**config.mk**
```make
export PLATFORM = sky130hd
export DESIGN_NAME = bresenham_line_stepper_flat
export DESIGN_NICKNAME = d
export VERILOG_FILES = /design/src/blsp_pkg.sv /design/src/blsp_req_if.sv /design/src/blsp_rsp_if.sv /design/src/blsp_setup.sv /design/src/blsp_walker.sv /design/src/bresenham_line_stepper.sv /design/src/flat_wrapper.sv
export SDC_FILE = /design/constraint.sdc
export NUM_CORES = 1
export LEC_CHECK = 0
export BUFFER_PORTS_ARGS = -buffer_cell sky130_fd_sc_hd__buf_2
export CELL_PAD_IN_SITES_DETAIL_PLACEMENT = 2
export CELL_PAD_IN_SITES_GLOBAL_PLACEMENT = 2
export CORE_UTILIZATION = 42
export DETAILED_ROUTE_END_ITERATION = 8
export GPL_TIMING_DRIVEN = 0
export PLACE_DENSITY_LB_ADDON = 0.12
export SLEW_MARGIN = 20
export SYNTH_ARGS = -nofsm -noshare
export SYNTH_HDL_FRONTEND = slang
export SYNTH_SLANG_ARGS = --single-unit
```
**constraint.sdc**
```tcl
create_clock -name clock -period 11.3 [get_ports clock]
set_input_delay 0 -clock clock [delete_from_list [all_inputs] [get_ports clock]]
set_output_delay 0 -clock clock [all_outputs]
set_load 0.01 [all_outputs]
```
**src/blsp_pkg.sv**
```systemverilog
package blsp_pkg;

   // Width of the image size registers
   localparam int CFG_BITS = 15;
   localparam int CSR_INDEX_BITS = 1;

   localparam logic [CSR_INDEX_BITS-1:0] CSR_IMAGE_WIDTH  = 1'b0;
   localparam logic [CSR_INDEX_BITS-1:0] CSR_IMAGE_HEIGHT = 1'b1;

   localparam logic [CFG_BITS-1:0] IMAGE_SIZE_RESET = 15'd900;

   localparam logic ACTION_START = 1'b0;
   localparam logic ACTION_STEP  = 1'b1;

   // Per-beat control bits carried from line setup to the walker
   typedef struct packed {
      logic start;
      logic minor_down;
      logic swapped;
   } blsp_ctl_type;

endpackage

```
**src/blsp_req_if.sv**
```systemverilog
interface blsp_req_if #(
   parameter int COORD_BITS = 16
);
   logic                         valid;
   logic                         ready;
   logic                         action;
   logic signed [COORD_BITS-1:0] start_x;
   logic signed [COORD_BITS-1:0] start_y;
   logic signed [COORD_BITS-1:0] end_x;
   logic signed [COORD_BITS-1:0] end_y;

   modport source (output valid, action, start_x, start_y, end_x, end_y, input ready);
   modport sink (input valid, action, start_x, start_y, end_x, end_y, output ready);
endinterface

```
**src/blsp_rsp_if.sv**
```systemverilog
interface blsp_rsp_if #(
   parameter int COORD_BITS = 16
);
   logic                         valid;
   logic                         ready;
   logic signed [COORD_BITS-1:0] pixel_x;
   logic signed [COORD_BITS-1:0] pixel_y;
   logic                         pixel_valid;
   logic                         inside_image;
   logic                         last_pixel;

   modport source (output valid, pixel_x, pixel_y, pixel_valid, inside_image, last_pixel,
                   input ready);
   modport sink (input valid, pixel_x, pixel_y, pixel_valid, inside_image, last_pixel,
                 output ready);
endinterface

```
**src/blsp_setup.sv**
```systemverilog
module blsp_setup
   import blsp_pkg::*;
#(
   parameter int COORD_BITS = 16
) (
   input  logic                           clock,
   input  logic                           reset,
   blsp_req_if.sink                       req_bus,
   output logic                           out_valid,
   input  logic                           out_ready,
   output blsp_ctl_type                   out_ctl,
   output logic signed [COORD_BITS-1:0]   out_major_pos,
   output logic signed [COORD_BITS-1:0]   out_major_end,
   output logic signed [COORD_BITS-1:0]   out_minor_pos,
   output logic signed [COORD_BITS+1:0]   out_error,
   output logic        [COORD_BITS:0]     out_twice_minor,
   output logic        [COORD_BITS:0]     out_twice_major
);

   localparam int W = COORD_BITS;

   // Input register
   logic                s0_valid_ff;
   logic                s0_start_ff;
   logic signed [W-1:0] s0_x1_ff, s0_y1_ff, s0_x2_ff, s0_y2_ff;

   // Ordered endpoints and extents
   logic                s1_valid_ff;
   logic                s1_start_ff;
   logic                s1_down_ff;
   logic        [W-1:0] s1_dx_ff, s1_dy_ff;
   logic signed [W-1:0] s1_cx_ff, s1_cy_ff, s1_ex_ff, s1_ey_ff;

   // Walk setup
   logic                s2_valid_ff;
   blsp_ctl_type        s2_ctl_ff;
   logic signed [W-1:0] s2_major_pos_ff, s2_major_end_ff, s2_minor_pos_ff;
   logic signed [W+1:0] s2_error_ff;
   logic        [W:0]   s2_tmin_ff, s2_tmaj_ff;

   logic s0_adv, s1_adv, s2_adv;

   assign s2_adv = s2_valid_ff && out_ready;
   assign s1_adv = s1_valid_ff && (!s2_valid_ff || s2_adv);
   assign s0_adv = s0_valid_ff && (!s1_valid_ff || s1_adv);
   assign req_bus.ready = !s0_valid_ff || s0_adv;

   // Stage 1 logic: extents and endpoint order
   logic                x_le, y_le;
   logic signed [W:0]   x_fwd, x_rev, y_fwd, y_rev;
   logic        [W-1:0] dx_in, dy_in;
   logic signed [W-1:0] cx_in, cy_in, ex_in, ey_in;
   logic                down_in;

   always_comb begin
      x_le  = s0_x1_ff <= s0_x2_ff;
      y_le  = s0_y1_ff <= s0_y2_ff;
      x_fwd = (W+1)'(s0_x2_ff) - (W+1)'(s0_x1_ff);
      x_rev = (W+1)'(s0_x1_ff) - (W+1)'(s0_x2_ff);
      y_fwd = (W+1)'(s0_y2_ff) - (W+1)'(s0_y1_ff);
      y_rev = (W+1)'(s0_y1_ff) - (W+1)'(s0_y2_ff);
      dx_in = x_le ? x_fwd[W-1:0] : x_rev[W-1:0];
      dy_in = y_le ? y_fwd[W-1:0] : y_rev[W-1:0];
      if (x_le) begin
         cx_in = s0_x1_ff;
         cy_in = s0_y1_ff;
         ex_in = s0_x2_ff;
         ey_in = s0_y2_ff;
      end else begin
         cx_in = s0_x2_ff;
         cy_in = s0_y2_ff;
         ex_in = s0_x1_ff;
         ey_in = s0_y1_ff;
      end
      down_in = ey_in < cy_in;
   end

   // Stage 2 logic: pick the major axis and seed the error term
   blsp_ctl_type        ctl_in;
   logic        [W-1:0] dmaj, dmin;
   logic signed [W-1:0] major_pos_in, major_end_in, minor_pos_in;
   logic signed [W+1:0] error_in;
   logic        [W:0]   tmin_in, tmaj_in;

   always_comb begin
      ctl_in.start      = s1_start_ff;
      ctl_in.minor_down = s1_down_ff;
      ctl_in.swapped    = s1_dx_ff < s1_dy_ff;
      if (ctl_in.swapped) begin
         dmaj = s1_dy_ff;
         dmin = s1_dx_ff;
         if (s1_down_ff) begin
            major_pos_in = s1_ey_ff;
            major_end_in = s1_cy_ff;
            minor_pos_in = s1_ex_ff;
         end else begin
            major_pos_in = s1_cy_ff;
            major_end_in = s1_ey_ff;
            minor_pos_in = s1_cx_ff;
         end
      end else begin
         dmaj         = s1_dx_ff;
         dmin         = s1_dy_ff;
         major_pos_in = s1_cx_ff;
         major_end_in = s1_ex_ff;
         minor_pos_in = s1_cy_ff;
      end
      tmaj_in  = {dmaj, 1'b0};
      tmin_in  = {dmin, 1'b0};
      error_in = signed'((W+2)'(tmin_in) - (W+2)'(dmaj));
   end

   always_ff @(posedge clock) begin
      if (reset) begin
         s0_valid_ff <= 1'b0;
         s1_valid_ff <= 1'b0;
         s2_valid_ff <= 1'b0;
      end else begin
         if (req_bus.ready) begin
            s0_valid_ff <= req_bus.valid;
         end
         if (!s1_valid_ff || s1_adv) begin
            s1_valid_ff <= s0_valid_ff;
         end
         if (!s2_valid_ff || s2_adv) begin
            s2_valid_ff <= s1_valid_ff;
         end
      end
   end

   always_ff @(posedge clock) begin
      if (req_bus.valid && req_bus.ready) begin
         s0_start_ff <= req_bus.action == ACTION_START;
         s0_x1_ff    <= req_bus.start_x;
         s0_y1_ff    <= req_bus.start_y;
         s0_x2_ff    <= req_bus.end_x;
         s0_y2_ff    <= req_bus.end_y;
      end
      if (s0_adv) begin
         s1_start_ff <= s0_start_ff;
         s1_down_ff  <= down_in;
         s1_dx_ff    <= dx_in;
         s1_dy_ff    <= dy_in;
         s1_cx_ff    <= cx_in;
         s1_cy_ff    <= cy_in;
         s1_ex_ff    <= ex_in;
         s1_ey_ff    <= ey_in;
      end
      if (s1_adv) begin
         s2_ctl_ff       <= ctl_in;
         s2_major_pos_ff <= major_pos_in;
         s2_major_end_ff <= major_end_in;
         s2_minor_pos_ff <= minor_pos_in;
         s2_error_ff     <= error_in;
         s2_tmin_ff      <= tmin_in;
         s2_tmaj_ff      <= tmaj_in;
      end
   end

   assign out_valid       = s2_valid_ff;
   assign out_ctl         = s2_ctl_ff;
   assign out_major_pos   = s2_major_pos_ff;
   assign out_major_end   = s2_major_end_ff;
   assign out_minor_pos   = s2_minor_pos_ff;
   assign out_error       = s2_error_ff;
   assign out_twice_minor = s2_tmin_ff;
   assign out_twice_major = s2_tmaj_ff;

endmodule

```
**src/blsp_walker.sv**
```systemverilog
module blsp_walker
   import blsp_pkg::*;
#(
   parameter int COORD_BITS = 16
) (
   input  logic                           clock,
   input  logic                           reset,
   input  logic        [CFG_BITS-1:0]     image_width,
   input  logic        [CFG_BITS-1:0]     image_height,
   input  logic                           in_valid,
   output logic                           in_ready,
   input  blsp_ctl_type                   in_ctl,
   input  logic signed [COORD_BITS-1:0]   in_major_pos,
   input  logic signed [COORD_BITS-1:0]   in_major_end,
   input  logic signed [COORD_BITS-1:0]   in_minor_pos,
   input  logic signed [COORD_BITS+1:0]   in_error,
   input  logic        [COORD_BITS:0]     in_twice_minor,
   input  logic        [COORD_BITS:0]     in_twice_major,
   blsp_rsp_if.source                     rsp_bus
);

   localparam int W = COORD_BITS;
   localparam int CMP_BITS = ((W > CFG_BITS) ? W : CFG_BITS) + 1;

   // Line state
   logic                line_active_ff;
   logic signed [W-1:0] major_pos_ff, major_end_ff, minor_pos_ff;
   logic signed [W+1:0] error_ff;
   logic        [W:0]   tmin_ff, tmaj_ff;
   logic                down_ff, swapped_ff;

   // Result register
   logic                rsp_valid_ff;
   logic signed [W-1:0] px_ff, py_ff;
   logic                pv_ff, inside_ff, last_ff;

   logic accept;
   assign in_ready = !rsp_valid_ff || rsp_bus.ready;
   assign accept   = in_valid && in_ready;

   // A start beat walks from the fresh setup, a step beat from the held state
   logic                active;
   logic signed [W-1:0] major_cur, end_cur, minor_cur;
   logic signed [W+1:0] error_cur;
   logic        [W:0]   tmin_cur, tmaj_cur;
   logic                down_cur, swapped_cur;

   logic signed [W-1:0] px, py;
   logic                in_image, last;
   logic signed [W-1:0] major_in, minor_in;
   logic signed [W+1:0] error_in;
   logic                active_in;

   always_comb begin
      if (in_ctl.start) begin
         active      = 1'b1;
         major_cur   = in_major_pos;
         end_cur     = in_major_end;
         minor_cur   = in_minor_pos;
         error_cur   = in_error;
         tmin_cur    = in_twice_minor;
         tmaj_cur    = in_twice_major;
         down_cur    = in_ctl.minor_down;
         swapped_cur = in_ctl.swapped;
      end else begin
         active      = line_active_ff;
         major_cur   = major_pos_ff;
         end_cur     = major_end_ff;
         minor_cur   = minor_pos_ff;
         error_cur   = error_ff;
         tmin_cur    = tmin_ff;
         tmaj_cur    = tmaj_ff;
         down_cur    = down_ff;
         swapped_cur = swapped_ff;
      end

      px       = swapped_cur ? minor_cur : major_cur;
      py       = swapped_cur ? major_cur : minor_cur;
      in_image = !px[W-1] && !py[W-1]
                 && ({{(CMP_BITS-W){1'b0}}, px} < {{(CMP_BITS-CFG_BITS){1'b0}}, image_width})
                 && ({{(CMP_BITS-W){1'b0}}, py} < {{(CMP_BITS-CFG_BITS){1'b0}}, image_height});
      last     = major_cur >= end_cur;

      active_in = active && !last;
      major_in  = major_cur + W'(1);
      if (error_cur[W+1] || error_cur == '0) begin
         error_in = error_cur + signed'((W+2)'(tmin_cur));
         minor_in = minor_cur;
      end else begin
         error_in = error_cur + signed'((W+2)'(tmin_cur)) - signed'((W+2)'(tmaj_cur));
         minor_in = down_cur ? minor_cur - W'(1) : minor_cur + W'(1);
      end
   end

   always_ff @(posedge clock) begin
      if (reset) begin
         line_active_ff <= 1'b0;
         rsp_valid_ff   <= 1'b0;
      end else begin
         if (accept) begin
            line_active_ff <= active_in;
         end
         if (in_ready) begin
            rsp_valid_ff <= in_valid;
         end
      end
   end

   always_ff @(posedge clock) begin
      if (accept) begin
         major_end_ff <= end_cur;
         tmin_ff      <= tmin_cur;
         tmaj_ff      <= tmaj_cur;
         down_ff      <= down_cur;
         swapped_ff   <= swapped_cur;
         // hold position on the last pixel; state is dead after it anyway
         if (active_in) begin
            major_pos_ff <= major_in;
            minor_pos_ff <= minor_in;
            error_ff     <= error_in;
         end else begin
            major_pos_ff <= major_cur;
            minor_pos_ff <= minor_cur;
            error_ff     <= error_cur;
         end
         if (active) begin
            px_ff     <= px;
            py_ff     <= py;
            pv_ff     <= 1'b1;
            inside_ff <= in_image;
            last_ff   <= last;
         end else begin
            px_ff     <= '0;
            py_ff     <= '0;
            pv_ff     <= 1'b0;
            inside_ff <= 1'b0;
            last_ff   <= 1'b0;
         end
      end
   end

   assign rsp_bus.valid        = rsp_valid_ff;
   assign rsp_bus.pixel_x      = px_ff;
   assign rsp_bus.pixel_y      = py_ff;
   assign rsp_bus.pixel_valid  = pv_ff;
   assign rsp_bus.inside_image = inside_ff;
   assign rsp_bus.last_pixel   = last_ff;

endmodule

```
**src/bresenham_line_stepper.sv**
```systemverilog
// Path: a request beat passes the setup's input, endpoint and walk-setup registers,
// then the walker's result register. Throughput: one request beat per cycle and one
// pixel per cycle while rsp_bus.ready holds; the walker's single add-and-compare
// step on the error term is the only loop. Reset: synchronous, active high; clears
// the pipeline, drops any active line and sets image width and height to 900.
module bresenham_line_stepper
   import blsp_pkg::*;
#(
   parameter int COORD_BITS = 16
) (
   input  logic                      clock,
   input  logic                      reset,
   blsp_req_if.sink                  req_bus,
   blsp_rsp_if.source                rsp_bus,
   input  logic                      csr_wr_en,
   input  logic [CSR_INDEX_BITS-1:0] csr_index,
   input  logic [CFG_BITS-1:0]       csr_wr_data
);

   logic [CFG_BITS-1:0] image_width_ff;
   logic [CFG_BITS-1:0] image_height_ff;

   always_ff @(posedge clock) begin
      if (reset) begin
         image_width_ff  <= IMAGE_SIZE_RESET;
         image_height_ff <= IMAGE_SIZE_RESET;
      end else if (csr_wr_en) begin
         unique case (csr_index)
            CSR_IMAGE_WIDTH:  image_width_ff  <= csr_wr_data;
            CSR_IMAGE_HEIGHT: image_height_ff <= csr_wr_data;
            default: ;
         endcase
      end
   end

   logic                           setup_valid;
   logic                           setup_ready;
   blsp_ctl_type                   setup_ctl;
   logic signed [COORD_BITS-1:0]   setup_major_pos;
   logic signed [COORD_BITS-1:0]   setup_major_end;
   logic signed [COORD_BITS-1:0]   setup_minor_pos;
   logic signed [COORD_BITS+1:0]   setup_error;
   logic        [COORD_BITS:0]     setup_twice_minor;
   logic        [COORD_BITS:0]     setup_twice_major;

   blsp_setup #(
      .COORD_BITS (COORD_BITS)
   ) u_setup (
      .clock           (clock),
      .reset           (reset),
      .req_bus         (req_bus),
      .out_valid       (setup_valid),
      .out_ready       (setup_ready),
      .out_ctl         (setup_ctl),
      .out_major_pos   (setup_major_pos),
      .out_major_end   (setup_major_end),
      .out_minor_pos   (setup_minor_pos),
      .out_error       (setup_error),
      .out_twice_minor (setup_twice_minor),
      .out_twice_major (setup_twice_major)
   );

   blsp_walker #(
      .COORD_BITS (COORD_BITS)
   ) u_walker (
      .clock          (clock),
      .reset          (reset),
      .image_width    (image_width_ff),
      .image_height   (image_height_ff),
      .in_valid       (setup_valid),
      .in_ready       (setup_ready),
      .in_ctl         (setup_ctl),
      .in_major_pos   (setup_major_pos),
      .in_major_end   (setup_major_end),
      .in_minor_pos   (setup_minor_pos),
      .in_error       (setup_error),
      .in_twice_minor (setup_twice_minor),
      .in_twice_major (setup_twice_major),
      .rsp_bus        (rsp_bus)
   );

endmodule
```
**src/flat_wrapper.sv**
```systemverilog
// flat-port wrapper written by rule: the top's interface ports become plain ports
module bresenham_line_stepper_flat import blsp_pkg::*;
#(
   parameter int COORD_BITS = 16
)
  (clock, reset, csr_wr_en, csr_index, csr_wr_data, req_bus_valid, req_bus_action, req_bus_start_x, req_bus_start_y, req_bus_end_x, req_bus_end_y, req_bus_ready, rsp_bus_valid, rsp_bus_pixel_x, rsp_bus_pixel_y, rsp_bus_pixel_valid, rsp_bus_inside_image, rsp_bus_last_pixel, rsp_bus_ready);
  blsp_req_if #(.COORD_BITS(COORD_BITS)) req_bus_i ();
  blsp_rsp_if #(.COORD_BITS(COORD_BITS)) rsp_bus_i ();
  input  logic clock;
  input  logic reset;
  input  logic csr_wr_en;
  input  logic [CSR_INDEX_BITS-1:0] csr_index;
  input  logic [CFG_BITS-1:0] csr_wr_data;
  input wire logic [$bits(req_bus_i.valid)-1:0] req_bus_valid;
  input wire logic [$bits(req_bus_i.action)-1:0] req_bus_action;
  input wire logic [$bits(req_bus_i.start_x)-1:0] req_bus_start_x;
  input wire logic [$bits(req_bus_i.start_y)-1:0] req_bus_start_y;
  input wire logic [$bits(req_bus_i.end_x)-1:0] req_bus_end_x;
  input wire logic [$bits(req_bus_i.end_y)-1:0] req_bus_end_y;
  output wire logic [$bits(req_bus_i.ready)-1:0] req_bus_ready;
  output wire logic [$bits(rsp_bus_i.valid)-1:0] rsp_bus_valid;
  output wire logic [$bits(rsp_bus_i.pixel_x)-1:0] rsp_bus_pixel_x;
  output wire logic [$bits(rsp_bus_i.pixel_y)-1:0] rsp_bus_pixel_y;
  output wire logic [$bits(rsp_bus_i.pixel_valid)-1:0] rsp_bus_pixel_valid;
  output wire logic [$bits(rsp_bus_i.inside_image)-1:0] rsp_bus_inside_image;
  output wire logic [$bits(rsp_bus_i.last_pixel)-1:0] rsp_bus_last_pixel;
  input wire logic [$bits(rsp_bus_i.ready)-1:0] rsp_bus_ready;
  assign req_bus_i.valid = req_bus_valid;
  assign req_bus_i.action = req_bus_action;
  assign req_bus_i.start_x = req_bus_start_x;
  assign req_bus_i.start_y = req_bus_start_y;
  assign req_bus_i.end_x = req_bus_end_x;
  assign req_bus_i.end_y = req_bus_end_y;
  assign req_bus_ready = req_bus_i.ready;
  assign rsp_bus_valid = rsp_bus_i.valid;
  assign rsp_bus_pixel_x = rsp_bus_i.pixel_x;
  assign rsp_bus_pixel_y = rsp_bus_i.pixel_y;
  assign rsp_bus_pixel_valid = rsp_bus_i.pixel_valid;
  assign rsp_bus_inside_image = rsp_bus_i.inside_image;
  assign rsp_bus_last_pixel = rsp_bus_i.last_pixel;
  assign rsp_bus_i.ready = rsp_bus_ready;
  bresenham_line_stepper #(.COORD_BITS(COORD_BITS)) u_core (.clock(clock), .reset(reset), .req_bus(req_bus_i), .rsp_bus(rsp_bus_i), .csr_wr_en(csr_wr_en), .csr_index(csr_index), .csr_wr_data(csr_wr_data));
endmodule
```
# After elaboration in Yosys (flattened, before gate mapping)
# Cells that the tools add are included.
# totals
register_bits,436
input_bits,86
output_inout_bits,37
wordCells,116
# classes
add_sub_neg,10
magnitude_cmp,7
n_mux,32
n_bitwise,2
n_reduce_logical,23
# op_table
operator,count
2-to-1 mux 16 bit,23
subtractor 16 bit,4
2-to-1 mux 18 bit,3
2-to-1 mux 17 bit,2
adder 16 x 2 -> 16 bit (second input constant),2
less-or-equal comparator 16 bit,2
less-than comparator 16 x 15 -> 1 bit,2
less-than comparator 16 bit,2
adder 18 bit,1
logical NOT 18 bit,1
subtractor 17 x 16 -> 18 bit,1
subtractor 18 bit,1
greater-or-equal comparator 16 bit,1
subtractor 16 x 2 -> 16 bit (second input constant),1
logical AND 1 bit,8
logical NOT 1 bit,7
logical OR 1 bit,5
2-to-1 mux 1 bit,4
AND reduction 2 bit,2
inverter 1 bit,2

# Longest topological paths before layout
# logic_depth
ltp_word,9
mapped_depth,28
ltp_nobuf,23

# Cells and area by module
# Synthesis repeated with hierarchy kept, for this count alone.
# unflattened
hier_cells,2436
hier_area_um2,26058.7
# modules_own_cells
module,instances,cells_per_inst,area_each_um2,seq_area_each_um2
blsp_setup,1,1312,14557.7,7957.6
blsp_walker,1,1006,10254.8,4154.0
bresenham_line_stepper,1,118,1246.2,600.6

# Worst setup path after synthesis
# OpenSTA, ideal clock, no wires.
# synth_path
path_type,reg2reg
startpoint,"register u_core.u_walker.rsp_valid_ff, in the netlist u_core.u_walker.rsp_bus.valid"
endpoint,"register u_core.u_setup.s2_ctl_ff (netlist bit u_core.u_setup.out_ctl[0]), enable pin"
setup_ps,712
arrival_ps,7748
t_required_ps,10588
slack_ps,2840
stages_incl_launch_ff,3
path_buffers,0
synth_period_minus_slack_ps,8460
path_cell_list,dfxtp_1 nor2b_1 a21boi_0
# synth_between
elab_chain_cells,5
# synth_lines
item,line,text
start: declaration,blsp_walker.sv:33,logic rsp_valid_ff;
start signal: assignment,blsp_walker.sv:104,rsp_valid_ff <= in_valid;
logical NOT 1 bit,blsp_walker.sv:38,assign in_ready = !rsp_valid_ff || rsp_bus.ready;
logical OR 1 bit,blsp_walker.sv:38,
logical AND 1 bit,blsp_setup.sv:43,assign s2_adv = s2_valid_ff && out_ready;
logical OR 1 bit,blsp_setup.sv:44,assign s1_adv = s1_valid_ff && (!s2_valid_ff || s2_adv);
logical AND 1 bit,blsp_setup.sv:44,
net u_core.u_setup.s1_adv,blsp_setup.sv:41,"logic s0_adv, s1_adv, s2_adv;"
end signal: assignment,blsp_setup.sv:150,s2_ctl_ff <= ctl_in;
end: declaration,blsp_setup.sv:36,blsp_ctl_type s2_ctl_ff;
# The timed path passes the listed nets, and every way through them passes these cells.
# A chain may end at the register's enable or synchronous reset.

# Worst setup path after layout
# layout_path
startpoint,register u_core.u_setup.s2_ctl_ff (netlist bit u_core.u_setup.out_ctl[2])
endpoint,"register u_core.u_walker.minor_pos_ff[4], data pin"
# layout_between
elab_chain_cells,5
word_cells_on_any_way,16
cone_classes,2 x add/sub; 1 x order compare; 9 x mux; 4 x reduce/logical
# layout_lines
item,line,text
2-to-1 mux 16 bit / 2-to-1 mux 18 bit (equally long branches),blsp_walker.sv:55,if (in_ctl.start) begin
"adder 16 x 2 -> 16 bit, or another cell as far along",blsp_walker.sv:91,minor_in = down_cur ? minor_cur - W'(1) : minor_cur + W'(1);
"2-to-1 mux 16 bit, or another cell as far along",blsp_walker.sv:91,
2-to-1 mux 16 bit / logical AND 1 bit (equally long branches),"blsp_walker.sv:86, blsp_walker.sv:84",
2-to-1 mux 16 bit (*),blsp_walker.sv:117,if (active_in) begin
end signal: assignment,blsp_walker.sv:119,minor_pos_ff <= minor_in;
end signal: assignment,blsp_walker.sv:123,minor_pos_ff <= minor_cur;
end: declaration,blsp_walker.sv:27,"logic signed [W-1:0] major_pos_ff, major_end_ff, minor_pos_ff;"
# Every way passes the cells marked *; elsewhere a longest branch is shown, timed or not.

==> run_results.csv <==
group,metric,value,unit
finish,final_cell_mix,"edfxtp_1, inv_1, nand2_1",
drt,firstDrtPassIters,5,
global_routing,gr-total-overflow,0,
clock_tree,clkSinkCount,435,
die,io_pins,123,
clock_tree,cts_tree,"built",
critical_path,reg2reg_depth,20,
synth,synth_top_area_frac,0.472,
clock_tree,cts_buffer_depth,3,
clock_tree,cts_made_buffers,51,
finish,fillers,5995,
global_routing,grt_start_max_net_pins,30,
timing,finalCritPeriodShare,0.770,
critical_path,setup.worst_path.start_class,"flop",
timing,maxSlewViolCount,0,
clock_tree,cts_root_buffer,"clkbuf_16",
synth,yosys-top-cells-area,"edfxtp_1, ha_1, mux2i_1, a21oi_1, inv_1",
power_and_ir_drop,ir_drop,0.144,mV
synth,synth_seq_area_share,0.500,
synth,synthFlopType,"edfxtp_1",
synth,ys_seq_elements,435,
synth,yosys_warnings,0,
synth,yosysTopAreaCell,"edfxtp_1",
die,fp.dieW,248,um
placement,dp_hpwl,71.4,mm
synth,synth_cells,2391,
synth,async_flop_share,0,
placement,portBuffers,121,
finish,fin_nets,2953,
synth,synth.net_count,2670,
die,core,59500,um2
finish,final_common_cell,"edfxtp_1",
critical_path,cp-end-kind,"flop",
power_and_ir_drop,pwr_density_cell,170,nW/um2
die,dieArea,61500,um2
critical_path,crit_fanout,10,
drt,drc,0,
critical_path,cp_slowest_cell,"buf_1",
synth,avgSynthCellArea,10.6,um2
die,fp-row-count,89,
critical_path,critical_path_class,"reg -> reg",
timing,slew_headroom,0.277,
die,die_h,248,um
drt,ant_nets,0,
finish,final_cell_area,30000,um2
synth,synth_edf_count,400,
drt,routed_wl,95.5,mm
finish,multiInputGateArea,11500,um2
timing,timing.final.ws_setup,2.60,ns
power_and_ir_drop,p_leak,12.2,nW
finish,fin_util,0.505,
drt,drtIter0Drc,1114,
global_routing,grt_pass1_wl,144,mm
finish,regArea,12700,um2
global_routing,grt_pass1_vias,22500,
drt,wl_per_cell,27.4,um
timing,layout_min_cycle_time,8.70,ns
global_routing,antenna_found_initial,5,
die,start_util,0.428,
clock_tree,post_cts_buffers,0,
global_routing,grt_use_total,0.314,
min_path,hp-class,"in -> reg",
drt,via_per_inst,5.74,
flow_run,maxCapViolCount,0,
outcome,outcome,"finished clean",
critical_path,crit_chain,"clkbuf_1 -> buf_2 -> buf_2 -> buf_2 -> buf_1 -> buf_1 -> mux2i_1 -> ha_1 -> nor2b_1 -> o21a_1 -> o21ai_0 -> a211o_1 -> a31oi_1 -> o31ai_1 -> o211ai_1 -> clkbuf_1 -> nor2b_1 -> clkbuf_1 -> buf_1 -> a21oi_1",
placement,dpl_cell_area,27400,um2
timing,max_slew.worst_pin.slew,1.08,ns
clock_tree,htreeDepth,2,
placement,place_ws,2.90,ns
clock_tree,clock_latency,0.63,ns
min_path,hold_depth,2,
drt,vias,20000,
critical_path,crit_required,11.63,ns
clock_tree,clkSlewWorstSetupHoldPaths,0.06,ns
timing,setup_viol,0,
finish,area_delta_synth_final,18.0,%
clock_tree,cts_resized,0,
timing,max_freq,115,MHz
critical_path,crit_path_max_incr_delay,0.85,ns
critical_path,arrival,9.03,ns
timing,grt_setup_unrepaired,"false",
timing,fin_skew,0.0261,ns
placement,place.gp.congestion,0.926,
synth,syn_area,25400,um2
finish,layout-drive-gt1-share,0.114,
synth,synthDistinctLibCells,79,
timing,hold_viol_final,0,
[cell usage after synthesis, drive strengths merged, types with 5 or more instances]
master,count
fa,8
o2111ai,6
xor2,34
xnor2,62
dfxtp,35
nor2,163
nand2,218
a21boi,7
o21ai,153
nand3,28
a211o,8
nand3b,7
mux2i,137
nand2b,12
nor4,8
clkbuf,69
o211ai,14
ha,185
a221oi,5
nand4,20
a21oi,210
inv,220
o21bai,15
and2,36
a211oi,17
nor2b,27
and3,12
or3,13
o21a,20
a21o,42
mux2,63
edfxtp,400
buf,31
nor3,28
a31oi,16
[cell families (layout without fill, tap and decap cells)]
logic type,count (synthesis),after routing,synth area share
simple gates,580,580,0.104
fa+ha+maj,193,193,0.0973
other cells,0,5,0
mux,200,200,0.0820
flops,435,435,0.500
compound gates,566,566,0.136
xor+xnor,96,96,0.0331
buf+inv,321,641,0.0481
[path summary, 6_finish.rpt]
check                                   from                         endpoint  slack [ns]
hold reg to reg   u_core.u_setup.s1_start_ff        u_core.u_setup.out_ctl[2]        0.42
setup reg to reg   u_core.u_setup.out_ctl[2]  u_core.u_walker.minor_pos_ff[4]        2.60
setup / recovery   u_core.u_setup.out_ctl[2]  u_core.u_walker.minor_pos_ff[4]        2.60
hold / removal           req_bus_start_y[12]      u_core.u_setup.s0_y1_ff[12]         0.1
[per-layer routing]
metal	up-vias	share of wire	global-route usage
met5	-	0.00024	0
met4	4	0.036	0.126
met3	171	0.033	0.0374
met2	460	0.51	0.566
met1	10200	0.42	0.379
li1	9176	-	-
[worst max-delay path: cells and delay by family (launching register included)]
kind,cells,cell delay (ns)
and+or+nand+nor,2,0.82
buffers and inverters,9,4.95
AOI/OAI and AO/OA,7,1.46
muxes,1,0.48
DFF,1,0.31
adders and majority gates,1,0.33
[area by class of cell]
| class | instances | area share |
|---|---|---|
| Sequential cell | 435 | 0.424 |
| Multi-Input combinational cell | 1635 | 0.385 |
| Timing Repair Buffer | 230 | 0.0637 |
| Clock buffer | 67 | 0.0459 |
| Tap cell | 773 | 0.0322 |
| Inverter | 221 | 0.0277 |
| Buffer | 100 | 0.0131 |
| Clock inverter | 23 | 0.00851 |
| Antenna cell | 5 | 0.000417 |
[registers in the layout (all words and copies together), names as in the netlist, 17 cells and up]
signal and cells:
u_core.u_setup.out_error 18, u_core.u_walker.error_ff 18, u_core.u_walker.tmaj_ff 17, u_core.u_walker.tmin_ff 17
[where the power goes]
part	leakage (nW)	switching, mW	total [mW]	internal, mW
registers	4.03	0.0720	2.00	1.92
clock network	0.786	0.717	1.67	0.950
logic	7.41	0.948	1.43	0.484
total	12.2	1.74	5.09	3.36
[metrics by stage]
stage / setup TNS (ns) / hold slack [ns] / instances / total power [mW]
after floorplan: 0 / 0.0989 / 2391 / 2.84
after global placement: -42.42 / 0.176 / 3285 / 3.27
after detailed placement: 0 / 0.178 / 3301 / 3.38
after CTS: 0 / 0.0660 / 3484 / 5.10
after global routing: 0 / 0.0906 / 3484 / 5.27
final: 0 / 0.0987 / 3489 / 5.09
[timing repair]
item / in CTS / in global routing
hold endpoints to repair: 115 / 0
setup endpoints to repair: 0 / 0
hold buffers: 93 / 0
No activity file was read; power rests on OpenSTA's default activity.
